===== src/design/utf8vd_pkg.sv =====
// Shared types, constants and helpers for the UTF-8 validating decoder.
`timescale 1ns / 1ps

package utf8vd_pkg;

  localparam int unsigned CpW       = 21;
  localparam int unsigned QueueDepth = 4;
  localparam int unsigned QPtrW     = $clog2(QueueDepth);
  localparam int unsigned QCntW     = $clog2(QueueDepth + 1);

  localparam logic [QPtrW-1:0] QPtrOne  = QPtrW'(1);
  localparam logic [QCntW-1:0] QCntOne  = QCntW'(1);
  localparam logic [QCntW-1:0] QCntFull = QCntW'(QueueDepth);

  localparam logic [CpW-1:0] ReplReset  = 21'h00FFFD;
  localparam logic [CpW-1:0] Min2Byte   = 21'h000080;
  localparam logic [CpW-1:0] Min3Byte   = 21'h000800;
  localparam logic [CpW-1:0] Min4Byte   = 21'h010000;
  localparam logic [CpW-1:0] SurrLo     = 21'h00D800;
  localparam logic [CpW-1:0] SurrHi     = 21'h00DFFF;
  localparam logic [CpW-1:0] MaxScalar  = 21'h10FFFF;

  // Continuation bytes announced by the open lead byte.
  typedef enum logic [1:0] {
    SEQ_NONE  = 2'd0,
    SEQ_TWO   = 2'd1,
    SEQ_THREE = 2'd2,
    SEQ_FOUR  = 2'd3
  } seq_len_e;

  typedef struct packed {
    logic [7:0] data_byte;
    logic       final_byte;
  } in_t;

  typedef struct packed {
    logic [CpW-1:0] code_point;
    logic           was_rejected;
    logic           run_last;
    logic           text_end;
  } out_t;

  // One decoded byte's worth of work: rej_count replacements, then an
  // optional code point.
  typedef struct packed {
    logic [2:0]     rej_count;
    logic           has_cp;
    logic [CpW-1:0] cp;
    logic           text_end;
  } cmd_t;

  function automatic logic [CpW-1:0] min_value(input seq_len_e len);
    logic [CpW-1:0] m;
    unique case (len)
      SEQ_TWO:   m = Min2Byte;
      SEQ_THREE: m = Min3Byte;
      SEQ_FOUR:  m = Min4Byte;
      default:   m = '0;
    endcase
    return m;
  endfunction

endpackage


===== src/design/utf8vd_front.sv =====
// Front end: byte classification, sequence state and command generation.
`timescale 1ns / 1ps

module utf8vd_front (
  input  logic               clk_i,
  input  logic               rst_ni,
  input  logic               in_valid_i,
  input  utf8vd_pkg::in_t    in_data_i,
  input  logic               q_full_i,
  output logic               in_ready_o,
  output logic               push_o,
  output utf8vd_pkg::cmd_t   cmd_o
);

  utf8vd_pkg::seq_len_e        exp_q, exp_d;
  logic [1:0]                  col_q, col_d;
  logic [utf8vd_pkg::CpW-1:0]  acc_q, acc_d;

  logic [7:0]                  b;
  logic                        accept;
  logic                        fresh;
  logic                        bad;
  logic [1:0]                  col_inc;
  logic [utf8vd_pkg::CpW-1:0]  acc_shift;
  logic [2:0]                  cnt;
  logic                        cp_v;
  logic [utf8vd_pkg::CpW-1:0]  cp;

  assign b          = in_data_i.data_byte;
  assign in_ready_o = !q_full_i;
  assign accept     = in_valid_i && in_ready_o;
  assign acc_shift  = {acc_q[utf8vd_pkg::CpW-7:0], b[5:0]};
  assign col_inc    = col_q + 2'd1;
  assign bad = (acc_shift < utf8vd_pkg::min_value(exp_q))
            || ((acc_shift >= utf8vd_pkg::SurrLo) && (acc_shift <= utf8vd_pkg::SurrHi))
            || (acc_shift > utf8vd_pkg::MaxScalar);

  always_comb begin
    exp_d = exp_q;
    col_d = col_q;
    acc_d = acc_q;
    cnt   = 3'd0;
    cp_v  = 1'b0;
    cp    = '0;
    fresh = 1'b0;

    if (exp_q != utf8vd_pkg::SEQ_NONE) begin
      if (b[7:6] == 2'b10) begin
        if (col_inc == exp_q) begin
          if (bad) begin
            cnt = {1'b0, exp_q} + 3'd1;
          end else begin
            cp_v = 1'b1;
            cp   = acc_shift;
          end
          exp_d = utf8vd_pkg::SEQ_NONE;
          col_d = 2'd0;
          acc_d = '0;
        end else begin
          col_d = col_inc;
          acc_d = acc_shift;
        end
      end else begin
        // interrupted: one replacement per byte consumed, then redecode
        cnt   = {1'b0, col_q} + 3'd1;
        exp_d = utf8vd_pkg::SEQ_NONE;
        col_d = 2'd0;
        acc_d = '0;
        fresh = 1'b1;
      end
    end else begin
      fresh = 1'b1;
    end

    if (fresh) begin
      if (!b[7]) begin
        cp_v = 1'b1;
        cp   = {13'd0, b};
      end else if (b[7:5] == 3'b110) begin
        exp_d = utf8vd_pkg::SEQ_TWO;
        col_d = 2'd0;
        acc_d = {16'd0, b[4:0]};
      end else if (b[7:4] == 4'b1110) begin
        exp_d = utf8vd_pkg::SEQ_THREE;
        col_d = 2'd0;
        acc_d = {17'd0, b[3:0]};
      end else if (b[7:3] == 5'b11110) begin
        exp_d = utf8vd_pkg::SEQ_FOUR;
        col_d = 2'd0;
        acc_d = {18'd0, b[2:0]};
      end else begin
        cnt = cnt + 3'd1;
      end
    end

    // end of text flushes an open sequence
    if (in_data_i.final_byte && (exp_d != utf8vd_pkg::SEQ_NONE)) begin
      cnt   = cnt + {1'b0, col_d} + 3'd1;
      exp_d = utf8vd_pkg::SEQ_NONE;
      col_d = 2'd0;
      acc_d = '0;
    end
  end

  assign cmd_o.rej_count = cnt;
  assign cmd_o.has_cp    = cp_v;
  assign cmd_o.cp        = cp;
  assign cmd_o.text_end  = in_data_i.final_byte;
  assign push_o          = accept && ((cnt != 3'd0) || cp_v);

  always_ff @(posedge clk_i or negedge rst_ni) begin
    if (!rst_ni) begin
      exp_q <= utf8vd_pkg::SEQ_NONE;
      col_q <= 2'd0;
      acc_q <= '0;
    end else if (accept) begin
      exp_q <= exp_d;
      col_q <= col_d;
      acc_q <= acc_d;
    end
  end

endmodule


===== src/design/utf8vd_queue.sv =====
// Small command FIFO between front end and result sequencer.
`timescale 1ns / 1ps

module utf8vd_queue (
  input  logic               clk_i,
  input  logic               rst_ni,
  input  logic               push_i,
  input  utf8vd_pkg::cmd_t   cmd_i,
  input  logic               pop_i,
  output logic               full_o,
  output logic               head_valid_o,
  output utf8vd_pkg::cmd_t   head_o
);

  utf8vd_pkg::cmd_t                 mem_q [utf8vd_pkg::QueueDepth];
  logic [utf8vd_pkg::QPtrW-1:0]     wr_ptr_q, rd_ptr_q;
  logic [utf8vd_pkg::QCntW-1:0]     count_q;
  logic                             do_push, do_pop;

  assign full_o       = (count_q == utf8vd_pkg::QCntFull);
  assign head_valid_o = (count_q != '0);
  assign head_o       = mem_q[rd_ptr_q];
  assign do_push      = push_i && !full_o;
  assign do_pop       = pop_i && head_valid_o;

  always_ff @(posedge clk_i) begin
    if (do_push) begin
      mem_q[wr_ptr_q] <= cmd_i;
    end
  end

  always_ff @(posedge clk_i or negedge rst_ni) begin
    if (!rst_ni) begin
      wr_ptr_q <= '0;
      rd_ptr_q <= '0;
      count_q  <= '0;
    end else begin
      if (do_push) begin
        wr_ptr_q <= wr_ptr_q + utf8vd_pkg::QPtrOne;
      end
      if (do_pop) begin
        rd_ptr_q <= rd_ptr_q + utf8vd_pkg::QPtrOne;
      end
      unique case ({do_push, do_pop})
        2'b10:   count_q <= count_q + utf8vd_pkg::QCntOne;
        2'b01:   count_q <= count_q - utf8vd_pkg::QCntOne;
        default: count_q <= count_q;
      endcase
    end
  end

endmodule


===== src/design/utf8vd_back.sv =====
// Result sequencer: expands queue heads into one result per cycle, unless stalled.
`timescale 1ns / 1ps

module utf8vd_back (
  input  logic                        clk_i,
  input  logic                        rst_ni,
  input  logic                        head_valid_i,
  input  utf8vd_pkg::cmd_t            head_i,
  input  logic [utf8vd_pkg::CpW-1:0]  repl_i,
  output logic                        pop_o,
  output logic                        out_valid_o,
  input  logic                        out_ready_i,
  output utf8vd_pkg::out_t            out_data_o
);

  logic [1:0]        idx_q;
  logic              out_valid_q;
  utf8vd_pkg::out_t  out_q;
  logic [2:0]        total;
  logic              last_res;
  logic              is_rej;
  logic              load;

  assign total    = head_i.rej_count + {2'd0, head_i.has_cp};
  assign last_res = ({1'b0, idx_q} == (total - 3'd1));
  assign is_rej   = ({1'b0, idx_q} < head_i.rej_count);
  assign load     = head_valid_i && (!out_valid_q || out_ready_i);
  assign pop_o    = load && last_res;

  assign out_valid_o = out_valid_q;
  assign out_data_o  = out_q;

  always_ff @(posedge clk_i) begin
    if (load) begin
      out_q.code_point   <= is_rej ? repl_i : head_i.cp;
      out_q.was_rejected <= is_rej;
      out_q.run_last     <= last_res;
      out_q.text_end     <= last_res && head_i.text_end;
    end
  end

  always_ff @(posedge clk_i or negedge rst_ni) begin
    if (!rst_ni) begin
      idx_q       <= 2'd0;
      out_valid_q <= 1'b0;
    end else begin
      if (load) begin
        out_valid_q <= 1'b1;
        idx_q       <= last_res ? 2'd0 : idx_q + 2'd1;
      end else if (out_ready_i) begin
        out_valid_q <= 1'b0;
      end
    end
  end

endmodule


===== src/design/utf8_validating_decoder.sv =====
// Top level of the UTF-8 validating decoder with replacement.
//
//   channel | direction | handshake              | payload
//   --------+-----------+------------------------+---------------------------
//   in      | in        | in_valid_i/in_ready_o  | in_data_i  (utf8vd_pkg::in_t)
//   out     | out       | out_valid_o/out_ready_i| out_data_o (utf8vd_pkg::out_t)
//   cfg     | in        | cfg_valid_i/cfg_ready_o| cfg_data_i (replacement char)
//
// One byte is accepted per cycle while the 4-entry command queue has room.
// Each byte gives 0 to 4 results; the result sequencer emits one per cycle while
// the output is ready. A byte's command passes through the queue and then the
// output register before its first result appears. Reset clears sequence state,
// the queue and the output valid flag and sets the replacement character to U+FFFD.
`timescale 1ns / 1ps

module utf8_validating_decoder (
  input  logic                        clk_i,
  input  logic                        rst_ni,
  input  logic                        in_valid_i,
  output logic                        in_ready_o,
  input  utf8vd_pkg::in_t             in_data_i,
  output logic                        out_valid_o,
  input  logic                        out_ready_i,
  output utf8vd_pkg::out_t            out_data_o,
  input  logic                        cfg_valid_i,
  output logic                        cfg_ready_o,
  input  logic [utf8vd_pkg::CpW-1:0]  cfg_data_i
);

  logic [utf8vd_pkg::CpW-1:0] repl_q;
  logic                       q_full;
  logic                       push;
  logic                       pop;
  logic                       head_valid;
  utf8vd_pkg::cmd_t           cmd;
  utf8vd_pkg::cmd_t           head;

  assign cfg_ready_o = 1'b1;

  always_ff @(posedge clk_i or negedge rst_ni) begin
    if (!rst_ni) begin
      repl_q <= utf8vd_pkg::ReplReset;
    end else if (cfg_valid_i && cfg_ready_o) begin
      repl_q <= cfg_data_i;
    end
  end

  utf8vd_front u_front (
    .clk_i      (clk_i),
    .rst_ni     (rst_ni),
    .in_valid_i (in_valid_i),
    .in_data_i  (in_data_i),
    .q_full_i   (q_full),
    .in_ready_o (in_ready_o),
    .push_o     (push),
    .cmd_o      (cmd)
  );

  utf8vd_queue u_queue (
    .clk_i        (clk_i),
    .rst_ni       (rst_ni),
    .push_i       (push),
    .cmd_i        (cmd),
    .pop_i        (pop),
    .full_o       (q_full),
    .head_valid_o (head_valid),
    .head_o       (head)
  );

  utf8vd_back u_back (
    .clk_i        (clk_i),
    .rst_ni       (rst_ni),
    .head_valid_i (head_valid),
    .head_i       (head),
    .repl_i       (repl_q),
    .pop_o        (pop),
    .out_valid_o  (out_valid_o),
    .out_ready_i  (out_ready_i),
    .out_data_o   (out_data_o)
  );

endmodule

===== config.mk =====
export PLATFORM = sky130hd
export DESIGN_NAME = utf8_validating_decoder
export DESIGN_NICKNAME = d
export VERILOG_FILES = /design/src/design/utf8vd_pkg.sv /design/src/design/utf8vd_front.sv /design/src/design/utf8vd_queue.sv /design/src/design/utf8vd_back.sv /design/src/design/utf8_validating_decoder.sv
export SDC_FILE = /design/constraint.sdc
export NUM_CORES = 1
export LEC_CHECK = 0
export BUFFER_PORTS_ARGS = -buffer_cell sky130_fd_sc_hd__clkbuf_2
export CAP_MARGIN = 10
export CORE_AREA = 2 2 159 161
export CTS_CLUSTER_SIZE = 8
export DETAILED_ROUTE_END_ITERATION = 7
export DIE_AREA = 0 0 161 163
export GPL_TIMING_DRIVEN = 0
export HOLD_SLACK_MARGIN = 0.02
export SLEW_MARGIN = 5
export SYNTH_ARGS = -nofsm -noshare
export SYNTH_HDL_FRONTEND = slang
export SYNTH_SLANG_ARGS = --single-unit
export TNS_END_PERCENT = 100

===== constraint.sdc =====
create_clock -name clk_i -period 4.3 [get_ports clk_i]
set_clock_uncertainty 0.05 [all_clocks]
set_input_delay 0.86 -clock clk_i [delete_from_list [all_inputs] [get_ports clk_i]]
set_output_delay 0.86 -clock clk_i [all_outputs]
set_load 0.02 [all_outputs]

# Word level (Yosys, flattened, before mapping)
# Memory sizes are Yosys's and may differ from the RTL's.
# Cells that the tools add are included.
[op_classes] n_addsub=13 order_cmp=5 n_eq_ne=12 muxes=59 n_reduce_logical=21
[ops] cell="21-bit 2-to-1 mux" n=16
[ops] cell="17-bit one-hot mux with 3 select lines" n=1
[ops] cell="2-bit 2-to-1 mux" n=19
[ops] cell="3-bit 2-to-1 mux" n=10
[ops] cell="21-bit by 16-bit >= comparator with 1-bit output, second input constant" n=1
[ops] cell="21-bit greater-than comparator, second input constant" n=1
[ops] cell="21-bit by 16-bit <= comparator with 1-bit output, second input constant" n=1
[ops] cell="21-bit by 17-bit less-than comparator with 1-bit output" n=1
[ops] cell="1-bit 2-to-1 mux" n=12
[ops] cell="3-bit by 1-bit adder with 3-bit output, second input constant" n=3
[ops] cell="1-bit logical AND" n=9
[ops] cell="2-bit by 1-bit adder with 2-bit output, second input constant" n=4
[ops] cell="2-bit == test, second input constant" n=4
[ops] cell="2-bit nonzero test" n=4
[ops] cell="2-bit by 1-bit adder with 3-bit output, second input constant" n=2
[ops] cell="3-bit == test, second input constant" n=2
[ops] cell="3-bit one-hot mux with 2 select lines" n=1
[ops] cell="3-bit nonzero test" n=2
[ops] cell="3-bit by 1-bit subtractor with 3-bit output, second input constant" n=2
[ops] cell="5-bit == test, second input constant" n=1
[ops] cell="2-bit by 1-bit == test with 1-bit output, second input constant" n=2
[ops] cell="4-bit == test, second input constant" n=1
[ops] cell="1-bit logical OR" n=4
[ops] cell="3-bit by 1-bit adder with 3-bit output" n=1
[ops] cell="5 further kinds" n=6
[totals] reg_bits=80 mem_bits_rw=104 inputBits=35 output_inout_bits=27 n_memories=1
[memory_table] name="u_queue.mem_q" words=4 word_bits=26 read_ports=1 rd_clocked_by_memory_dff=0 wr=1 line="utf8vd_queue.sv:15" source="utf8vd_pkg::cmd_t mem_q [utf8vd_pkg::QueueDepth];"

# Depth between registers and ports, before layout
[depth] ltp_word=24 ltp_mapped=25 depth_no_buf=25

# By module
# Synthesis repeated with hierarchy kept, for this count alone.
[hier_totals] hier_cells=475 hier_area_um2=7968.9
[by_module_without_submodules] mod="utf8vd_queue" instances=1 cells_per_inst=173 area_each_um2=4227.8 seq_area_each_um2=3298.2
[by_module_without_submodules] mod="utf8vd_front" instances=1 cells_per_inst=181 area_each_um2=1617.8 seq_area_each_um2=475.5
[by_module_without_submodules] mod="utf8vd_back" instances=1 cells_per_inst=75 area_each_um2=1233.7 seq_area_each_um2=795.8
[by_module_without_submodules] mod="utf8_validating_decoder" instances=1 cells_per_inst=46 area_each_um2=889.6 seq_area_each_um2=544.3

# Least setup slack after synthesis
# Ideal clock, no wire load.
[synth_timing] path_kind="input-to-reg" from="in in_data_i[8] (netlist bit)" to="reg u_queue.count_q[2] (netlist bit)" setup_ns=0.079 arrival_ns=4.564 setup_slack_ns=-0.393 path_stages=21 path_cell_list="buf_2 -> nor2b_1 -> clkbuf_1 -> nor2_1 -> o311a_2 -> ha_1 -> a32oi_1 -> and2_2 -> fa_1 -> nor2b_1 -> o21ai_1 -> xor2_1 -> xnor2_1 -> a31oi_4 -> inv_1 -> ha_1 -> inv_1 -> fa_1 -> xor2_1 -> nor2_1 -> xor2_1"
[synth_via] elab_chain_len=18 word_cells_on_any_way=45
[synth_rtl] element="from (decl)" line="utf8_validating_decoder.sv:21" source="input utf8vd_pkg::in_t in_data_i,"
[synth_rtl] element="2-bit == test" line="utf8vd_front.sv:48" source="if (b[7:6] == 2'b10) begin"
[synth_rtl] element="3-bit 2-to-1 mux" line="utf8vd_front.sv:48"
[synth_rtl] element="3-bit 2-to-1 mux" line="utf8vd_front.sv:47" source="if (exp_q != utf8vd_pkg::SEQ_NONE) begin"
[synth_rtl] element="3-bit by 1-bit adder with 3-bit output" line="utf8vd_front.sv:92" source="cnt = cnt + 3'd1;"
[synth_rtl] element="3-bit 2-to-1 mux" line="utf8vd_front.sv:87" source="end else if (b[7:3] == 5'b11110) begin"
[synth_rtl] element="3-bit 2-to-1 mux" line="utf8vd_front.sv:83" source="end else if (b[7:4] == 4'b1110) begin"
[synth_rtl] element="3-bit 2-to-1 mux" line="utf8vd_front.sv:79" source="end else if (b[7:5] == 3'b110) begin"
[synth_rtl] element="3-bit 2-to-1 mux" line="utf8vd_front.sv:76" source="if (!b[7]) begin"
[synth_rtl] element="[... 2 more ...]"
[synth_rtl] element="3-bit by 1-bit adder with 3-bit output" line="utf8vd_front.sv:98" source="cnt = cnt + {1'b0, col_d} + 3'd1;"
[synth_rtl] element="3-bit 2-to-1 mux" line="utf8vd_front.sv:97" source="if (in_data_i.final_byte && (exp_d != utf8vd_pkg::SEQ_NONE)) begin"
[synth_rtl] element="3-bit nonzero test" line="utf8vd_front.sv:109" source="assign push_o = accept && ((cnt != 3'd0) || cp_v);"
[synth_rtl] element="1-bit logical OR (*)" line="utf8vd_front.sv:109"
[synth_rtl] element="1-bit logical AND (*)" line="utf8vd_front.sv:109"
[synth_rtl] element="1-bit logical AND (*)" line="utf8vd_queue.sv:23" source="assign do_push = push_i && !full_o;"
[synth_rtl] element="2-bit by 1-bit == test with 1-bit output or 2-bit == test (tied branches)" line="utf8vd_queue.sv:44" source="unique case ({do_push, do_pop})"
[synth_rtl] element="3-bit one-hot mux with 2 select lines or 2-bit nonzero test (tied branches)"
[synth_rtl] element="to (signal assigned)" line="utf8vd_queue.sv:45" source="2'b10: count_q <= count_q + utf8vd_pkg::QCntOne;"
[synth_rtl] element="to (signal assigned)" line="utf8vd_queue.sv:46" source="2'b01: count_q <= count_q - utf8vd_pkg::QCntOne;"
[synth_rtl] element="to (signal assigned)" line="utf8vd_queue.sv:47" source="default: count_q <= count_q;"
[synth_rtl] element="to (decl)" line="utf8vd_queue.sv:17" source="logic [utf8vd_pkg::QCntW-1:0] count_q;"
# Every way passes the cells marked *; elsewhere a longest branch is shown, timed or not.
# A chain may end at the register's enable or synchronous reset.

# Worst setup path in the final report
[layout_timing] from="reg u_front.acc_q[8] (netlist bit)" to="reg u_queue.count_q[2] (netlist bit)"
[layout_via] elab_chain_len=23 word_cells_on_any_way=34
[layout_rtl] element="from (decl)" line="utf8vd_front.sv:17" source="logic [utf8vd_pkg::CpW-1:0] acc_q, acc_d;"
[layout_rtl] element="from (signal assigned)" line="utf8vd_front.sv:115" source="acc_q <= '0;"
[layout_rtl] element="from (signal assigned)" line="utf8vd_front.sv:119" source="acc_q <= acc_d;"
[layout_rtl] element="21-bit by 16-bit >= comparator with 1-bit output or 21-bit by 16-bit <= comparator with 1-bit output (tied branches)" line="utf8vd_front.sv:35" source="|| ((acc_shift >= utf8vd_pkg::SurrLo) && (acc_shift <= utf8vd_pkg::SurrHi))"
[layout_rtl] element="1-bit logical AND" line="utf8vd_front.sv:35"
[layout_rtl] element="1-bit logical OR" line="utf8vd_front.sv:35"
[layout_rtl] element="1-bit logical OR (*)" line="utf8vd_front.sv:36" source="|| (acc_shift > utf8vd_pkg::MaxScalar);"
[layout_rtl] element="3-bit 2-to-1 mux" line="utf8vd_front.sv:50" source="if (bad) begin"
[layout_rtl] element="3-bit 2-to-1 mux" line="utf8vd_front.sv:49" source="if (col_inc == exp_q) begin"
[layout_rtl] element="3-bit 2-to-1 mux" line="utf8vd_front.sv:48"
[layout_rtl] element="3-bit 2-to-1 mux" line="utf8vd_front.sv:47"
[layout_rtl] element="[... 7 more ...]"
[layout_rtl] element="3-bit by 1-bit adder with 3-bit output" line="utf8vd_front.sv:98"
[layout_rtl] element="3-bit 2-to-1 mux" line="utf8vd_front.sv:97"
[layout_rtl] element="3-bit nonzero test" line="utf8vd_front.sv:109"
[layout_rtl] element="1-bit logical OR (*)" line="utf8vd_front.sv:109"
[layout_rtl] element="1-bit logical AND (*)" line="utf8vd_front.sv:109"
[layout_rtl] element="1-bit logical AND (*)" line="utf8vd_queue.sv:23"
[layout_rtl] element="2-bit by 1-bit == test with 1-bit output or 2-bit == test (tied branches)" line="utf8vd_queue.sv:44"
[layout_rtl] element="3-bit one-hot mux with 2 select lines or 2-bit nonzero test (tied branches)"
# Marks and branches as above.

==> results.json <==
{
  "status": "complete, but fails checks",
  "violations": "negative setup slack",
  "fp.dieArea_mm2": 0.0262,
  "setup_viol": 101,
  "vias": 4356,
  "grt.overflow.total": 0,
  "antenna_found_initial": 0,
  "end_kind": "flop",
  "total_power_mw": 6.20,
  "crit_required_ps": 4600,
  "synth_most_common_cell": "edfxtp_1",
  "drc": 0,
  "die_w_um": 161,
  "rsz0062_at_grt": "true",
  "drive_gt1_share_pct": 41.2,
  "rrSetupSlack_ps": -250,
  "slowest_delay_ps": 530,
  "slew_viol_final": 0,
  "yosysTopAreaCell": "edfxtp_1",
  "timing.hold.ws_ps": 394,
  "num_antenna_cells": 0,
  "row_count": 58,
  "synth_area_mm2": 0.00770,
  "ys_warn_count": 0,
  "grt_max_degree": 30,
  "slew_headroom_pct": 30.4,
  "arrival_ps": 4860,
  "netlist_instances": 465,
  "period_needed_ps": 4550,
  "final_nets": 624,
  "initial_utilization_pct": 31.2,
  "syn_nets": 520,
  "synth_edf_count": 128,
  "grt_pass1_wl_um": 25900,
  "dpl.hpwl_um": 10300,
  "ant_nets": 0,
  "synthTopCellsByCount": "edfxtp_1, mux2_2, dfrtp_1",
  "peakVddDrop_mv": 0.316,
  "period_share_pct": 106,
  "routed_wirelength_um": 16400,
  "crit_family": "simple AND/OR/NAND/NOR gates",
  "htree_levels": 4,
  "io_pins": 62,
  "leakagePower_nw": 3.56,
  "worst_pin_slew_ps": 1040,
  "start_kind": "flop",
  "clk_latency_ps": 420,
  "preCtsSetupSlack_ps": -595,
  "gr-usage-all-layers_pct": 12.9,
  "final_area_mm2": 0.00938,
  "gp_congestion": 0.794,
  "path_clk_slew_ps": 70,
  "cp_max_fo": 4,
  "drt_pass1_iterations": 4,
  "crit_chain": "or4_4, o21a_1, a311oi_4, or2_1, nand4_1, a21oi_2, ha_4, a32oi_4, and2_4, fa_2, nor2b_1, o21ai_1, xor2_1, xnor2_2, a31oi_4, inv_1, ha_2, inv_2, fa_2, xor2_1, nor2_1, xor2_1",
  "avgSynthCellArea_um2": 16.6,
  "cts_buffer_depth": 2,
  "clkSinkCount": 178,
  "hold_path.class": "input port to async pin",
  "fmax_mhz": 220,
  "hold_viol": 0,
  "finalSetupTns_ps": -3190,
  "synth_top_area_share_pct": 49.9,
  "viasPerCell": 4.78,
  "cts_root_buf": "clkbuf_16",
  "drv_cap": 0,
  "synth.top_cells.by_area": "edfxtp_1, dfrtp_1, mux4_2",
  "crit_buf_inv": 2,
  "ys_types": 60,
  "areaGrowthSynthToFinish_pct": 21.7,
  "cts_tree": "yes",
  "path_class": "flop to flop",
  "portBuffers": 58,
  "core_mm2": 0.0247,
  "placedInstanceArea_mm2": 0.00849,
  "final.setup.worst_slack_ps": -252,
  "crit_path_frequent_cell": "xor2_1",
  "routedWlPerCell_um": 17.9,
  "ys_seq_area_share_pct": 66.4,
  "die-height_um": 163,
  "async_flop_share_pct": 28.1,
  "ys_seq_elements": 178,
  "cp_slowest_cell": "or4_4",
  "grt_pass1_vias": 4534,
  "synth_flop_cell": "edfxtp_1",
  "numCtsBuffers": 17,
  "drt-initial-drc-count": 411,
  "power_density_mw_per_mm2": 661
}
cell usage in the layout, fill, tap and decap left out, types with 4 or more instances in the layout:
cell type / instances
buf_1: 4
and2_4: 17
a22o_1: 14
ha_1: 15
edfxtp_1: 128
clkbuf_16: 17
nand2_1: 22
nor2_1: 8
nand3_1: 5
buf_4: 15
xnor2_1: 5
dfrtp_1: 33
bufinv_16: 4
clkbuf_1: 8
xor2_1: 7
dfstp_2: 15
inv_6: 4
and2_1: 24
inv_1: 21
clkbuf_2: 59
mux2_2: 43
mux4_2: 26
o21ai_0: 7
through the flow:
step / util [%] / instances
after floorplan: - / 465
final: 38.0 / 912
after detailed placement: 34.4 / 854
after global placement: 34.3 / 853
after global routing: 38.0 / 912
after CTS: 37.9 / 910
final cells by class:
type	count	area (um2)
clock buffer	18	429
tap	330	413
clock inverter	14	200
fill	2282	15300
buffer	19	101
timing repair buffer	73	415
multi-input combinational	257	2610
inverter	23	86.3
sequential	178	5120
flip-flops by register name (all words and copies together), names as in the netlist:
signal	cells
u_front.col_q	2
u_back.out_valid_o	1
u_queue.count_q	3
repl_q	21
u_back.idx_q	2
u_back.out_data_o	24
u_queue.mem_q	104
u_front.acc_q	15
u_queue.wr_ptr_q	2
u_front.exp_q	2
u_queue.rd_ptr_q	2
cell families after synthesis:
group	share of synthesized area [%]
AO/OA/AOI/OAI	5.46
AND/OR/NAND/NOR	6.33
multiplexers	14.5
other	0.0487
buffers and inverters	2.19
adder cells (fa/ha/maj)	3.44
flip-flops	66.4
XOR/XNOR	1.69
worst paths after layout:
kind	depth (start not counted)	end	startpoint
max	22	u_queue.count_q[2]	u_front.acc_q[8]
min	1	repl_q[20]	rst_ni
max reg2reg	22	u_queue.count_q[2]	u_front.acc_q[8]
min reg2reg	2	u_back.out_valid_o	u_back.out_valid_o
max in group asynchronous	2	u_front.exp_q[0]	rst_ni
min in group clk_i	2	u_back.out_valid_o	u_back.out_valid_o
report_power, final:
group | leakage [nW] | switching [mW] | internal [mW]
Combinational | 1.46 | 1.17 | 0.922
Sequential | 1.80 | 0.141 | 2.34
Clock | 0.307 | 0.649 | 0.983
layer usage:
metal | vias up | global-route usage (%) | routed length (um) | share of wire, %
li1 | 1993 | - | - | -
met1 | 2224 | 16.3 | 7090 | 43
met2 | 123 | 22.4 | 8290 | 51
met3 | 16 | 2.80 | 774 | 4.7
met4 | 0 | 4.02 | 218 | 1.3
met5 | - | 0 | 0 | 0
what timing repair did:
action / 4_1_cts / 5_1_grt
pin swaps: 17 / 10
endpoints found under the hold margin: 0 / 0
setup endpoints to repair: 107 / 109
resized for setup: 21 / 2
setup buffers: 12 / 2
hold buffers: 0 / 0
gates cloned: 12 / 0
Power figures use the tool's default switching activity.
